[config.mk]
export PLATFORM = sky130hd
export DESIGN_NAME = heartbeat_membership_table
export DESIGN_NICKNAME = d
export VERILOG_FILES = /design/src/rtl/hbmt_pkg.sv /design/src/rtl/hbmt_eval.sv /design/src/rtl/heartbeat_membership_table.sv
export VERILOG_INCLUDE_DIRS = /design/src /design/src/rtl
export SDC_FILE = /design/constraint.sdc
export NUM_CORES = 2
export LEC_CHECK = 0
export CAP_MARGIN = 20
export CORE_MARGIN = 1
export CORE_UTILIZATION = 28
export DETAILED_ROUTE_END_ITERATION = 10
export DONT_BUFFER_PORTS = 1
export PLACE_DENSITY = 0.46
export SLEW_MARGIN = 0
export SYNTH_ARGS = -nofsm -noshare
export SYNTH_HDL_FRONTEND = slang
export SYNTH_SLANG_ARGS = --single-unit
[constraint.sdc]
create_clock -name clk_i -period 10.4 [get_ports clk_i]
set_input_delay 2.08 -clock clk_i [delete_from_list [all_inputs] [get_ports clk_i]]
set_output_delay 2.08 -clock clk_i [all_outputs]
set_load 0.05 [all_outputs]
[src/rtl/heartbeat_membership_table_defines.svh]
// Assertion macros shared by the heartbeat membership table RTL.
`ifndef HEARTBEAT_MEMBERSHIP_TABLE_DEFINES_SVH
`define HEARTBEAT_MEMBERSHIP_TABLE_DEFINES_SVH

`ifndef SYNTHESIS
`define HBMT_ASSERT(lbl, clk, rstn, prop, msg) \
  lbl: assert property (@(posedge clk) disable iff (!rstn) prop) else $error(msg);
`define HBMT_ASSERT_NEVER(lbl, clk, rstn, cond, msg) \
  `HBMT_ASSERT(lbl, clk, rstn, !(cond), msg)
`else
`define HBMT_ASSERT(lbl, clk, rstn, prop, msg)
`define HBMT_ASSERT_NEVER(lbl, clk, rstn, cond, msg)
`endif

`endif

[src/rtl/hbmt_pkg.sv]
// Types and constants of the heartbeat membership table.
package hbmt_pkg;

  localparam int ID_W   = 32;
  localparam int PORT_W = 16;
  localparam int BEAT_W = 32;
  localparam int TMO_W  = 16;
  localparam int CFG_W  = 32;
  localparam int DATA_W = ID_W + PORT_W + BEAT_W;

  localparam logic [TMO_W-1:0] TIMEOUT_RESET = 16'd40;

  // Operation codes carried in the input tuser.
  localparam logic [1:0] OP_BEAT     = 2'd0;
  localparam logic [1:0] OP_SCAN     = 2'd1;
  localparam logic [1:0] OP_GOSSIP   = 2'd2;
  localparam logic [1:0] OP_RESERVED = 2'd3;

  // Configuration register indexes.
  localparam logic [1:0] CFG_LOCAL_ID   = 2'd0;
  localparam logic [1:0] CFG_LOCAL_PORT = 2'd1;
  localparam logic [1:0] CFG_TIMEOUT    = 2'd2;

  typedef enum logic [2:0] {
    KIND_ADDED   = 3'd0,
    KIND_UPDATED = 3'd1,
    KIND_STALE   = 3'd2,
    KIND_SELF    = 3'd3,
    KIND_FULL    = 3'd4,
    KIND_REMOVED = 3'd5,
    KIND_NONE    = 3'd6,
    KIND_GOSSIP  = 3'd7
  } kind_e;

  typedef struct packed {
    logic [ID_W-1:0]   ident;
    logic [PORT_W-1:0] port;
    logic [BEAT_W-1:0] beat;
    logic              dead;
  } row_t;

  typedef struct packed {
    logic id_match;
    logic newer;
    logic lag_out;
  } eval_t;

endpackage

[src/rtl/hbmt_eval.sv]
// Shared compare unit: matches one table row against the current item and the local beat.
module hbmt_eval
  import hbmt_pkg::*;
(
  input  row_t              row_i,
  input  logic [ID_W-1:0]   id_i,
  input  logic [BEAT_W-1:0] beat_i,
  input  logic [BEAT_W-1:0] own_beat_i,
  input  logic [TMO_W-1:0]  timeout_i,
  output eval_t             eval_o
);

  logic [BEAT_W-1:0] lag;

  // The lag wraps modulo 2^32; a negative lag never times out.
  assign lag = own_beat_i - row_i.beat;

  assign eval_o.id_match = (row_i.ident == id_i);
  assign eval_o.newer    = (row_i.beat < beat_i);
  assign eval_o.lag_out  = !lag[BEAT_W-1] &&
                           (lag > {{(BEAT_W-TMO_W){1'b0}}, timeout_i});

endmodule

[src/rtl/heartbeat_membership_table.sv]
// Top level of the heartbeat membership table with its sequencer and row memory.
//
//  Channel  | Handshake                        | Payload
//  ---------+----------------------------------+---------------------------------------
//  s_axis   | s_axis_tvalid_i / s_axis_tready_o | tuser: operation; tdata: id, port, beat
//  m_axis   | m_axis_tvalid_o / m_axis_tready_i | tuser: kind; tdata: id, port, beat; tlast
//  cfg      | cfg_we_i (no wait)               | cfg_idx_i, cfg_wdata_i
//
// A scan and a gossip dump walk every stored entry; a heartbeat walk stops at a match.
// The single read port of the row memory sets the pace: one row is compared per cycle
// unless the walk pauses as described below.
// Results leave through a one-deep holding register and an output register, so the walk
// pauses only when a result is found while both are occupied.
// No clearing pass is needed after reset; the entry count bounds every read.
`include "heartbeat_membership_table_defines.svh"

module heartbeat_membership_table
  import hbmt_pkg::*;
#(
  parameter int ENTRIES = 32
) (
  input  logic              clk_i,
  input  logic              rst_ni,
  input  logic              cfg_we_i,
  input  logic [1:0]        cfg_idx_i,
  input  logic [CFG_W-1:0]  cfg_wdata_i,
  input  logic              s_axis_tvalid_i,
  output logic              s_axis_tready_o,
  input  logic [DATA_W-1:0] s_axis_tdata_i,   // member_id, member_port, member_beat
  input  logic [1:0]        s_axis_tuser_i,   // operation
  output logic              m_axis_tvalid_o,
  input  logic              m_axis_tready_i,
  output logic [DATA_W-1:0] m_axis_tdata_o,   // out_id, out_port, out_beat
  output logic [2:0]        m_axis_tuser_o,   // kind
  output logic              m_axis_tlast_o
);

  localparam int IW = (ENTRIES > 1) ? $clog2(ENTRIES) : 1;
  localparam int CW = $clog2(ENTRIES + 1);

  typedef enum logic [1:0] {
    ST_IDLE,
    ST_WALK,
    ST_APPEND,
    ST_FIN
  } state_e;

  state_e            state_q;
  logic [1:0]        op_q;
  logic [ID_W-1:0]   id_q;
  logic [PORT_W-1:0] port_q;
  logic [BEAT_W-1:0] beat_q;
  logic [IW-1:0]     idx_q;
  logic [CW-1:0]     cnt_q;
  logic [BEAT_W-1:0] own_beat_q;
  logic [ID_W-1:0]   local_id_q;
  logic [PORT_W-1:0] local_port_q;
  logic [TMO_W-1:0]  timeout_q;

  logic              pend_valid_q;
  kind_e             pend_kind_q;
  logic [ID_W-1:0]   pend_id_q;
  logic [PORT_W-1:0] pend_port_q;
  logic [BEAT_W-1:0] pend_beat_q;

  logic              out_valid_q;
  kind_e             out_kind_q;
  logic [ID_W-1:0]   out_id_q;
  logic [PORT_W-1:0] out_port_q;
  logic [BEAT_W-1:0] out_beat_q;
  logic              out_last_q;

  row_t              mem_q [ENTRIES];
  row_t              rd_row_q;

  // Input payload fields.
  logic [ID_W-1:0]   in_id;
  logic [PORT_W-1:0] in_port;
  logic [BEAT_W-1:0] in_beat;
  logic              accept;

  eval_t             ev;
  logic              out_free;
  logic              out_load;
  logic [CW-1:0]     cnt_m1;
  logic [IW-1:0]     last_idx;
  logic              has_res;
  kind_e             res_kind;
  logic [ID_W-1:0]   res_id;
  logic [PORT_W-1:0] res_port;
  logic [BEAT_W-1:0] res_beat;
  logic              res_wr;
  row_t              res_row;
  logic              walk_end;
  logic              stall;
  logic              advance;
  logic              rd_en;
  logic [IW-1:0]     rd_addr;
  logic              mem_we;
  logic [IW-1:0]     mem_addr;
  row_t              mem_row;

  assign in_id   = s_axis_tdata_i[ID_W-1:0];
  assign in_port = s_axis_tdata_i[ID_W+PORT_W-1:ID_W];
  assign in_beat = s_axis_tdata_i[DATA_W-1:ID_W+PORT_W];

  assign s_axis_tready_o = (state_q == ST_IDLE);
  assign accept          = s_axis_tvalid_i && s_axis_tready_o;

  assign m_axis_tvalid_o = out_valid_q;
  assign m_axis_tdata_o  = {out_beat_q, out_port_q, out_id_q};
  assign m_axis_tuser_o  = out_kind_q;
  assign m_axis_tlast_o  = out_last_q;

  assign out_free = !out_valid_q || m_axis_tready_i;
  assign cnt_m1   = cnt_q - CW'(1);
  assign last_idx = cnt_m1[IW-1:0];

  hbmt_eval u_eval (
    .row_i      (rd_row_q),
    .id_i       (id_q),
    .beat_i     (beat_q),
    .own_beat_i (own_beat_q),
    .timeout_i  (timeout_q),
    .eval_o     (ev)
  );

  // Decision for the row currently held in the read register.
  always_comb begin
    has_res  = 1'b0;
    res_kind = KIND_NONE;
    res_id   = rd_row_q.ident;
    res_port = rd_row_q.port;
    res_beat = rd_row_q.beat;
    res_wr   = 1'b0;
    res_row  = rd_row_q;
    walk_end = 1'b0;
    case (op_q)
      OP_BEAT: begin
        walk_end = ev.id_match || (idx_q == last_idx);
        if (ev.id_match) begin
          has_res = 1'b1;
          if (ev.newer) begin
            res_kind     = KIND_UPDATED;
            res_beat     = beat_q;
            res_wr       = 1'b1;
            res_row.beat = beat_q;
          end else begin
            res_kind = KIND_STALE;
          end
        end
      end
      OP_SCAN: begin
        walk_end = (idx_q == last_idx);
        if (!rd_row_q.dead && ev.lag_out) begin
          has_res      = 1'b1;
          res_kind     = KIND_REMOVED;
          res_wr       = 1'b1;
          res_row.dead = 1'b1;
        end
      end
      OP_GOSSIP: begin
        walk_end = (idx_q == '0);
        if (!rd_row_q.dead) begin
          has_res  = 1'b1;
          res_kind = KIND_GOSSIP;
        end
      end
      default: begin
        walk_end = 1'b1;
      end
    endcase
  end

  assign stall   = has_res && pend_valid_q && !out_free;
  assign advance = (state_q == ST_WALK) && !stall;

  // The output register takes a new item in this cycle.
  assign out_load = (advance && has_res && pend_valid_q) || (state_q == ST_FIN && out_free);

  // Row memory access: one read and one write per cycle.
  always_comb begin
    rd_en    = 1'b0;
    rd_addr  = '0;
    mem_we   = 1'b0;
    mem_addr = idx_q;
    mem_row  = res_row;
    if (accept && cnt_q != '0) begin
      case (s_axis_tuser_i)
        OP_BEAT: begin
          rd_en = (in_id != local_id_q);
        end
        OP_SCAN: begin
          rd_en = 1'b1;
        end
        OP_GOSSIP: begin
          rd_en   = 1'b1;
          rd_addr = last_idx;
        end
        default: begin
          rd_en = 1'b0;
        end
      endcase
    end
    if (advance && !walk_end) begin
      rd_en   = 1'b1;
      rd_addr = (op_q == OP_GOSSIP) ? idx_q - IW'(1) : idx_q + IW'(1);
    end
    if (advance && res_wr) begin
      mem_we = 1'b1;
    end
    if (state_q == ST_APPEND && cnt_q < CW'(ENTRIES)) begin
      mem_we   = 1'b1;
      mem_addr = cnt_q[IW-1:0];
      mem_row  = '{ident: id_q, port: port_q, beat: beat_q, dead: 1'b0};
    end
  end

  always_ff @(posedge clk_i) begin
    if (mem_we) begin
      mem_q[mem_addr] <= mem_row;
    end
    if (rd_en) begin
      rd_row_q <= mem_q[rd_addr];
    end
  end

  always_ff @(posedge clk_i or negedge rst_ni) begin
    if (!rst_ni) begin
      state_q      <= ST_IDLE;
      op_q         <= OP_BEAT;
      id_q         <= '0;
      port_q       <= '0;
      beat_q       <= '0;
      idx_q        <= '0;
      cnt_q        <= '0;
      own_beat_q   <= '0;
      local_id_q   <= '0;
      local_port_q <= '0;
      timeout_q    <= TIMEOUT_RESET;
      pend_valid_q <= 1'b0;
      pend_kind_q  <= KIND_NONE;
      pend_id_q    <= '0;
      pend_port_q  <= '0;
      pend_beat_q  <= '0;
      out_valid_q  <= 1'b0;
      out_kind_q   <= KIND_NONE;
      out_id_q     <= '0;
      out_port_q   <= '0;
      out_beat_q   <= '0;
      out_last_q   <= 1'b0;
    end else begin
      if (cfg_we_i) begin
        case (cfg_idx_i)
          CFG_LOCAL_ID:   local_id_q   <= cfg_wdata_i[ID_W-1:0];
          CFG_LOCAL_PORT: local_port_q <= cfg_wdata_i[PORT_W-1:0];
          CFG_TIMEOUT:    timeout_q    <= cfg_wdata_i[TMO_W-1:0];
          default: ;
        endcase
      end

      if (out_valid_q && m_axis_tready_i && !out_load) begin
        out_valid_q <= 1'b0;
      end

      case (state_q)
        ST_IDLE: begin
          if (accept) begin
            op_q   <= s_axis_tuser_i;
            id_q   <= in_id;
            port_q <= in_port;
            beat_q <= in_beat;
            idx_q  <= (s_axis_tuser_i == OP_GOSSIP) ? last_idx : '0;
            case (s_axis_tuser_i)
              OP_BEAT: begin
                if (in_id == local_id_q) begin
                  pend_valid_q <= 1'b1;
                  pend_kind_q  <= KIND_SELF;
                  pend_id_q    <= in_id;
                  pend_port_q  <= in_port;
                  pend_beat_q  <= in_beat;
                  state_q      <= ST_FIN;
                end else if (cnt_q == '0) begin
                  state_q <= ST_APPEND;
                end else begin
                  state_q <= ST_WALK;
                end
              end
              OP_SCAN: begin
                state_q <= (cnt_q == '0) ? ST_FIN : ST_WALK;
              end
              OP_GOSSIP: begin
                // The local record goes first; the walk then runs newest first.
                pend_valid_q <= 1'b1;
                pend_kind_q  <= KIND_GOSSIP;
                pend_id_q    <= local_id_q;
                pend_port_q  <= local_port_q;
                pend_beat_q  <= own_beat_q;
                own_beat_q   <= own_beat_q + BEAT_W'(1);
                state_q      <= (cnt_q == '0) ? ST_FIN : ST_WALK;
              end
              default: begin
                state_q <= ST_FIN;
              end
            endcase
          end
        end

        ST_WALK: begin
          if (advance) begin
            // A result is held back one step so that the final one can carry tlast.
            if (has_res) begin
              if (pend_valid_q) begin
                out_valid_q <= 1'b1;
                out_kind_q  <= pend_kind_q;
                out_id_q    <= pend_id_q;
                out_port_q  <= pend_port_q;
                out_beat_q  <= pend_beat_q;
                out_last_q  <= 1'b0;
              end
              pend_valid_q <= 1'b1;
              pend_kind_q  <= res_kind;
              pend_id_q    <= res_id;
              pend_port_q  <= res_port;
              pend_beat_q  <= res_beat;
            end
            if (walk_end) begin
              state_q <= (op_q == OP_BEAT && !ev.id_match) ? ST_APPEND : ST_FIN;
            end else begin
              idx_q <= rd_addr;
            end
          end
        end

        ST_APPEND: begin
          pend_valid_q <= 1'b1;
          pend_id_q    <= id_q;
          pend_port_q  <= port_q;
          pend_beat_q  <= beat_q;
          if (cnt_q < CW'(ENTRIES)) begin
            pend_kind_q <= KIND_ADDED;
            cnt_q       <= cnt_q + CW'(1);
          end else begin
            pend_kind_q <= KIND_FULL;
          end
          state_q <= ST_FIN;
        end

        ST_FIN: begin
          if (out_free) begin
            out_valid_q  <= 1'b1;
            out_last_q   <= 1'b1;
            pend_valid_q <= 1'b0;
            state_q      <= ST_IDLE;
            if (pend_valid_q) begin
              out_kind_q <= pend_kind_q;
              out_id_q   <= pend_id_q;
              out_port_q <= pend_port_q;
              out_beat_q <= pend_beat_q;
            end else begin
              out_kind_q <= KIND_NONE;
              out_id_q   <= '0;
              out_port_q <= '0;
              out_beat_q <= '0;
            end
          end
        end

        default: begin
          state_q <= ST_IDLE;
        end
      endcase
    end
  end

  `HBMT_ASSERT_NEVER(a_cnt_bound, clk_i, rst_ni, cnt_q > CW'(ENTRIES), "entry count overflow")
  `HBMT_ASSERT(a_idle_no_pend, clk_i, rst_ni, (state_q == ST_IDLE) |-> !pend_valid_q, "pending result left in idle")
  `HBMT_ASSERT(a_beat_inc, clk_i, rst_ni, (accept && s_axis_tuser_i == OP_GOSSIP) |=> (own_beat_q == $past(own_beat_q) + 32'd1), "local beat not advanced")
  `HBMT_ASSERT_NEVER(a_idle_no_write, clk_i, rst_ni, mem_we && state_q == ST_IDLE, "table written while idle")

endmodule
==> impl_metrics.yaml <==
floorplanning:
  die_y_um: 669.2
  die_w_um: 669.2
  start_util: 0.2818
  core_um2: 442400
  io_pins: 207
  dieArea_um2: 447800
  num_rows: 244
route:
  first_iter_violations: 8268
  via_count: 79530
  antenna_left: 0
  firstDrtPassIters: 5
  drc: 0
  drt_wl_total_um: 428100
  vias_per_cell: 5.269
  wl_per_cell_um: 28.37
cts:
  cts.sinks: 3033
  cts.clk_slew.worst_paths_ns: 0.06
  htree_num_levels: 5
  cts_tree: "built"
  post_cts_resize_count: 0
  cts-root-buf: "clkbuf_16"
  cts_hold_buffers: 0
  cts_buffers: 322
  worstSkewPairLatency_ns: 0.92
  clock_path_buffers: 4
  post-cts-setup-buffer-count: 0
worst_hold_path:
  hp-class: "flip-flop to flip-flop"
  min_path_cells: 2
  min_to: "pend_id_q[28]"
  hp-start: "pend_id_q[28]"
synth:
  synth_cell_type_count: 85
  synth_warnings: 0
  async_flop_share: 0.1187
  synth_area_um2: 124600
  ys_seq_elements: 3033
  ys.flop_type: "edfxtp_1"
  synth.net_count: 9184
  ys_seq_area_frac: 0.7163
  synth_edf_count: 2673
  synthCells: 8966
  avgSynthCellArea_um2: 13.90
global_routing:
  grt_usage: 0.1855
  overflow: 0
  grt_pass1_vias: 77540
  antenna_found_initial: 13
  grt_pass1_wl_um: 601500
  grt_max_degree: 361
finish:
  area.growth.synth_to_final_pct: 15.32
  layout-drive-gt1-share: 0.1225
  fill_cells: 43090
  nNetsFinal: 9149
pwr:
  powerDensity_nw_per_um2: 342.1
  peakVddDrop_v: 0.0002853
  leakagePower_nw: 48.82
timing:
  layout_setup_ws_ns: 2.588
  fmax_mhz: 128.0
  timing.final.crit_share: 0.7512
  period_minus_slack_ns: 7.812
  setup_viol: 0
  tightest_slew_ns: 1.212
  slew_violations: 0
  maxSlewHeadroom: 0.1919
  hold_viol_final: 0
  finClkSkew_ns: 0.06417
  rsz0062_at_grt: "no"
  tns_ns: 0
worst_setup_path:
  worstSetupEndpointType: "flip-flop"
  startpoint_type: "flip-flop"
  r2r_cells: 25
  crit_required_ns: 11.01
  rrSetupSlack_ns: 2.59
  r2r-start: "own_beat_q[0]"
  reg2reg_to: "res_id[14]"
  path_max_fanout: 77
  crit_arrival_ns: 8.42
  path_class: "flip-flop to flip-flop"
flow_run:
  cap_viol_max_count: 0
place:
  io_buffers: 0
  dp_slack_ns: 2.573
  gp_congestion: 0.8224
  place_hpwl_um: 235800
outcome:
  status: "finished clean"
[state kept, by name, summed over array words and instances (netlist names), 5 cells and up]
| name | flops |
|---|---|
| own_beat_q | 32 |
| out_beat_q | 32 |
| beat_q | 32 |
| mem_q | 2592 |
| res_id | 32 |
| out_id_q | 32 |
| local_port_q | 16 |
| timeout_q | 16 |
| idx_q | 5 |
| pend_port_q | 16 |
| rd_row_q | 33 |
| res_port | 16 |
| cnt_q | 6 |
| out_port_q | 16 |
| port_q | 16 |
| pend_id_q | 32 |
| local_id_q | 32 |
| pend_beat_q | 32 |
| id_q | 32 |
[layout make-up]
type	instances	area, um^2	area share
clock buffer	394	8549	0.05947
multi-input combinational	5196	32940	0.2291
antenna	11	27.53	0.0001915
clock inverter	177	1888	0.01313
inverter	106	397.9	0.002768
tap	5904	7387	0.05139
timing repair buffer	272	3278	0.02280
sequential	3033	89280	0.6211
[per-stage QoR]
step                std cells  utilization  cell area [um^2]  hold slack, ns  total power (W)
floorplan                8966            -            124700          0.4484          0.02939
global placement        14480       0.2999            132700          0.4640          0.03710
detailed placement      14500       0.3005            132900          0.4710          0.03745
CTS                     15070       0.3241            143400          0.4851          0.04911
global route            15080       0.3249            143700          0.4946          0.05125
finish                  15090       0.3250            143800          0.4794          0.04918
[routing by layer]
metal  track usage  vias up  part of all wire
met3       0.03239      603             0.074
met4       0.04607        4             0.025
met5             0        -          0.000079
li1              -    34160                 -
met2        0.2992     3140              0.46
met1        0.2583    41620              0.44
[Yosys cell counts, types with 170 or more instances]
| cell | n | share of area |
|---|---|---|
| nand3_1 | 278 | 0.011 |
| mux2i_1 | 172 | 0.014 |
| a21oi_1 | 184 | 0.0074 |
| a211oi_1 | 262 | 0.016 |
| edfxtp_1 | 2673 | 0.64 |
| nand2_1 | 1873 | 0.056 |
| mux2_2 | 196 | 0.018 |
| and3_1 | 265 | 0.013 |
| buf_2 | 170 | 0.0068 |
| a31oi_1 | 328 | 0.016 |
| a32oi_1 | 239 | 0.017 |
| o21ai_0 | 330 | 0.013 |
| clkbuf_1 | 394 | 0.012 |
| dfrtp_1 | 354 | 0.071 |
[critical path: stages, from the launching register on]
cell and delay, ns:
dfrtp_1 0.40, inv_1 0.09, ha_1 0.23, fa_1 0.41, and2b_1 0.24, o2111ai_1 0.20
a211oi_1 0.48, nor2_1 0.14, o21ai_0 0.21, xor2_1 0.18, ha_1 0.26, nand4_1 0.13
inv_1 0.06, a21oi_1 0.15, nand4_1 0.14, a211o_1 0.32, nor4_1 0.28, and4b_1 0.49
a211o_4 0.27, a21o_4 0.54, nand2_4 0.56, buf_4 0.61, a211oi_1 0.34, o21ai_0 0.14
a31oi_1 0.44, a22oi_1 0.13
[placed cells by master, fill, tap and decap left out, types with 24 or more instances in the layout]
master     count
a32oi_1      239
a22o_1        32
clkbuf_16    331
a211o_1       33
bufinv_16     37
o211ai_1      87
buf_4        177
o21ai_2       28
mux2_2       195
clkinv_1      50
inv_1        106
a22oi_1      160
o2111ai_1     82
xor2_1        57
a211oi_1     262
ha_1          91
a21oi_1      183
a31oi_1      327
o21ai_0      299
clkinv_2      55
clkbuf_1      60
nor2b_1       44
dfrtp_1      354
mux4_2        80
xnor2_1       74
a21o_1        24
nor2_1        62
buf_12        72
nand2_1     1871
nor2_4        39
nand3_1      277
and3_1       265
mux2i_1      172
edfxtp_1    2673
nand4_1       33
[cells by family (layout without fill, tap and decap cells)]
logic type,Yosys count,count (layout),synth area share
flip-flops,3033,3033,0.7163
AND/OR/NAND/NOR,2682,2682,0.09262
AO/OA/AOI/OAI,1837,1837,0.1015
buffers and inverters,737,949,0.02445
multiplexers,449,449,0.04608
XOR/XNOR,131,131,0.009205
adder cells (fa/ha/maj),97,97,0.009857
other,0,11,0
[report_power, final]
group / leakage (nW) / total, W / switching [W] / internal (W)
combinational: 15.1 / 0.0187 / 0.0135 / 0.00524
clock: 5.10 / 0.0116 / 0.00486 / 0.00677
sequential: 28.6 / 0.0189 / 0.00148 / 0.0174
[how the worst max path moves through the flow]
stage	end	startpoint	cells after the start	slack (ns)
floorplan	mem_q[23][0]	own_beat_q[0]	22	1.91
global placement	res_id[28]	own_beat_q[0]	25	2.37
detailed placement	mem_q[6][11]	rd_row_q[9]	24	2.57
CTS	res_id[28]	own_beat_q[0]	25	2.51
global route	res_id[14]	own_beat_q[0]	25	2.10
finish	res_id[14]	own_beat_q[0]	25	2.59
(Power assumes the default switching activity.)
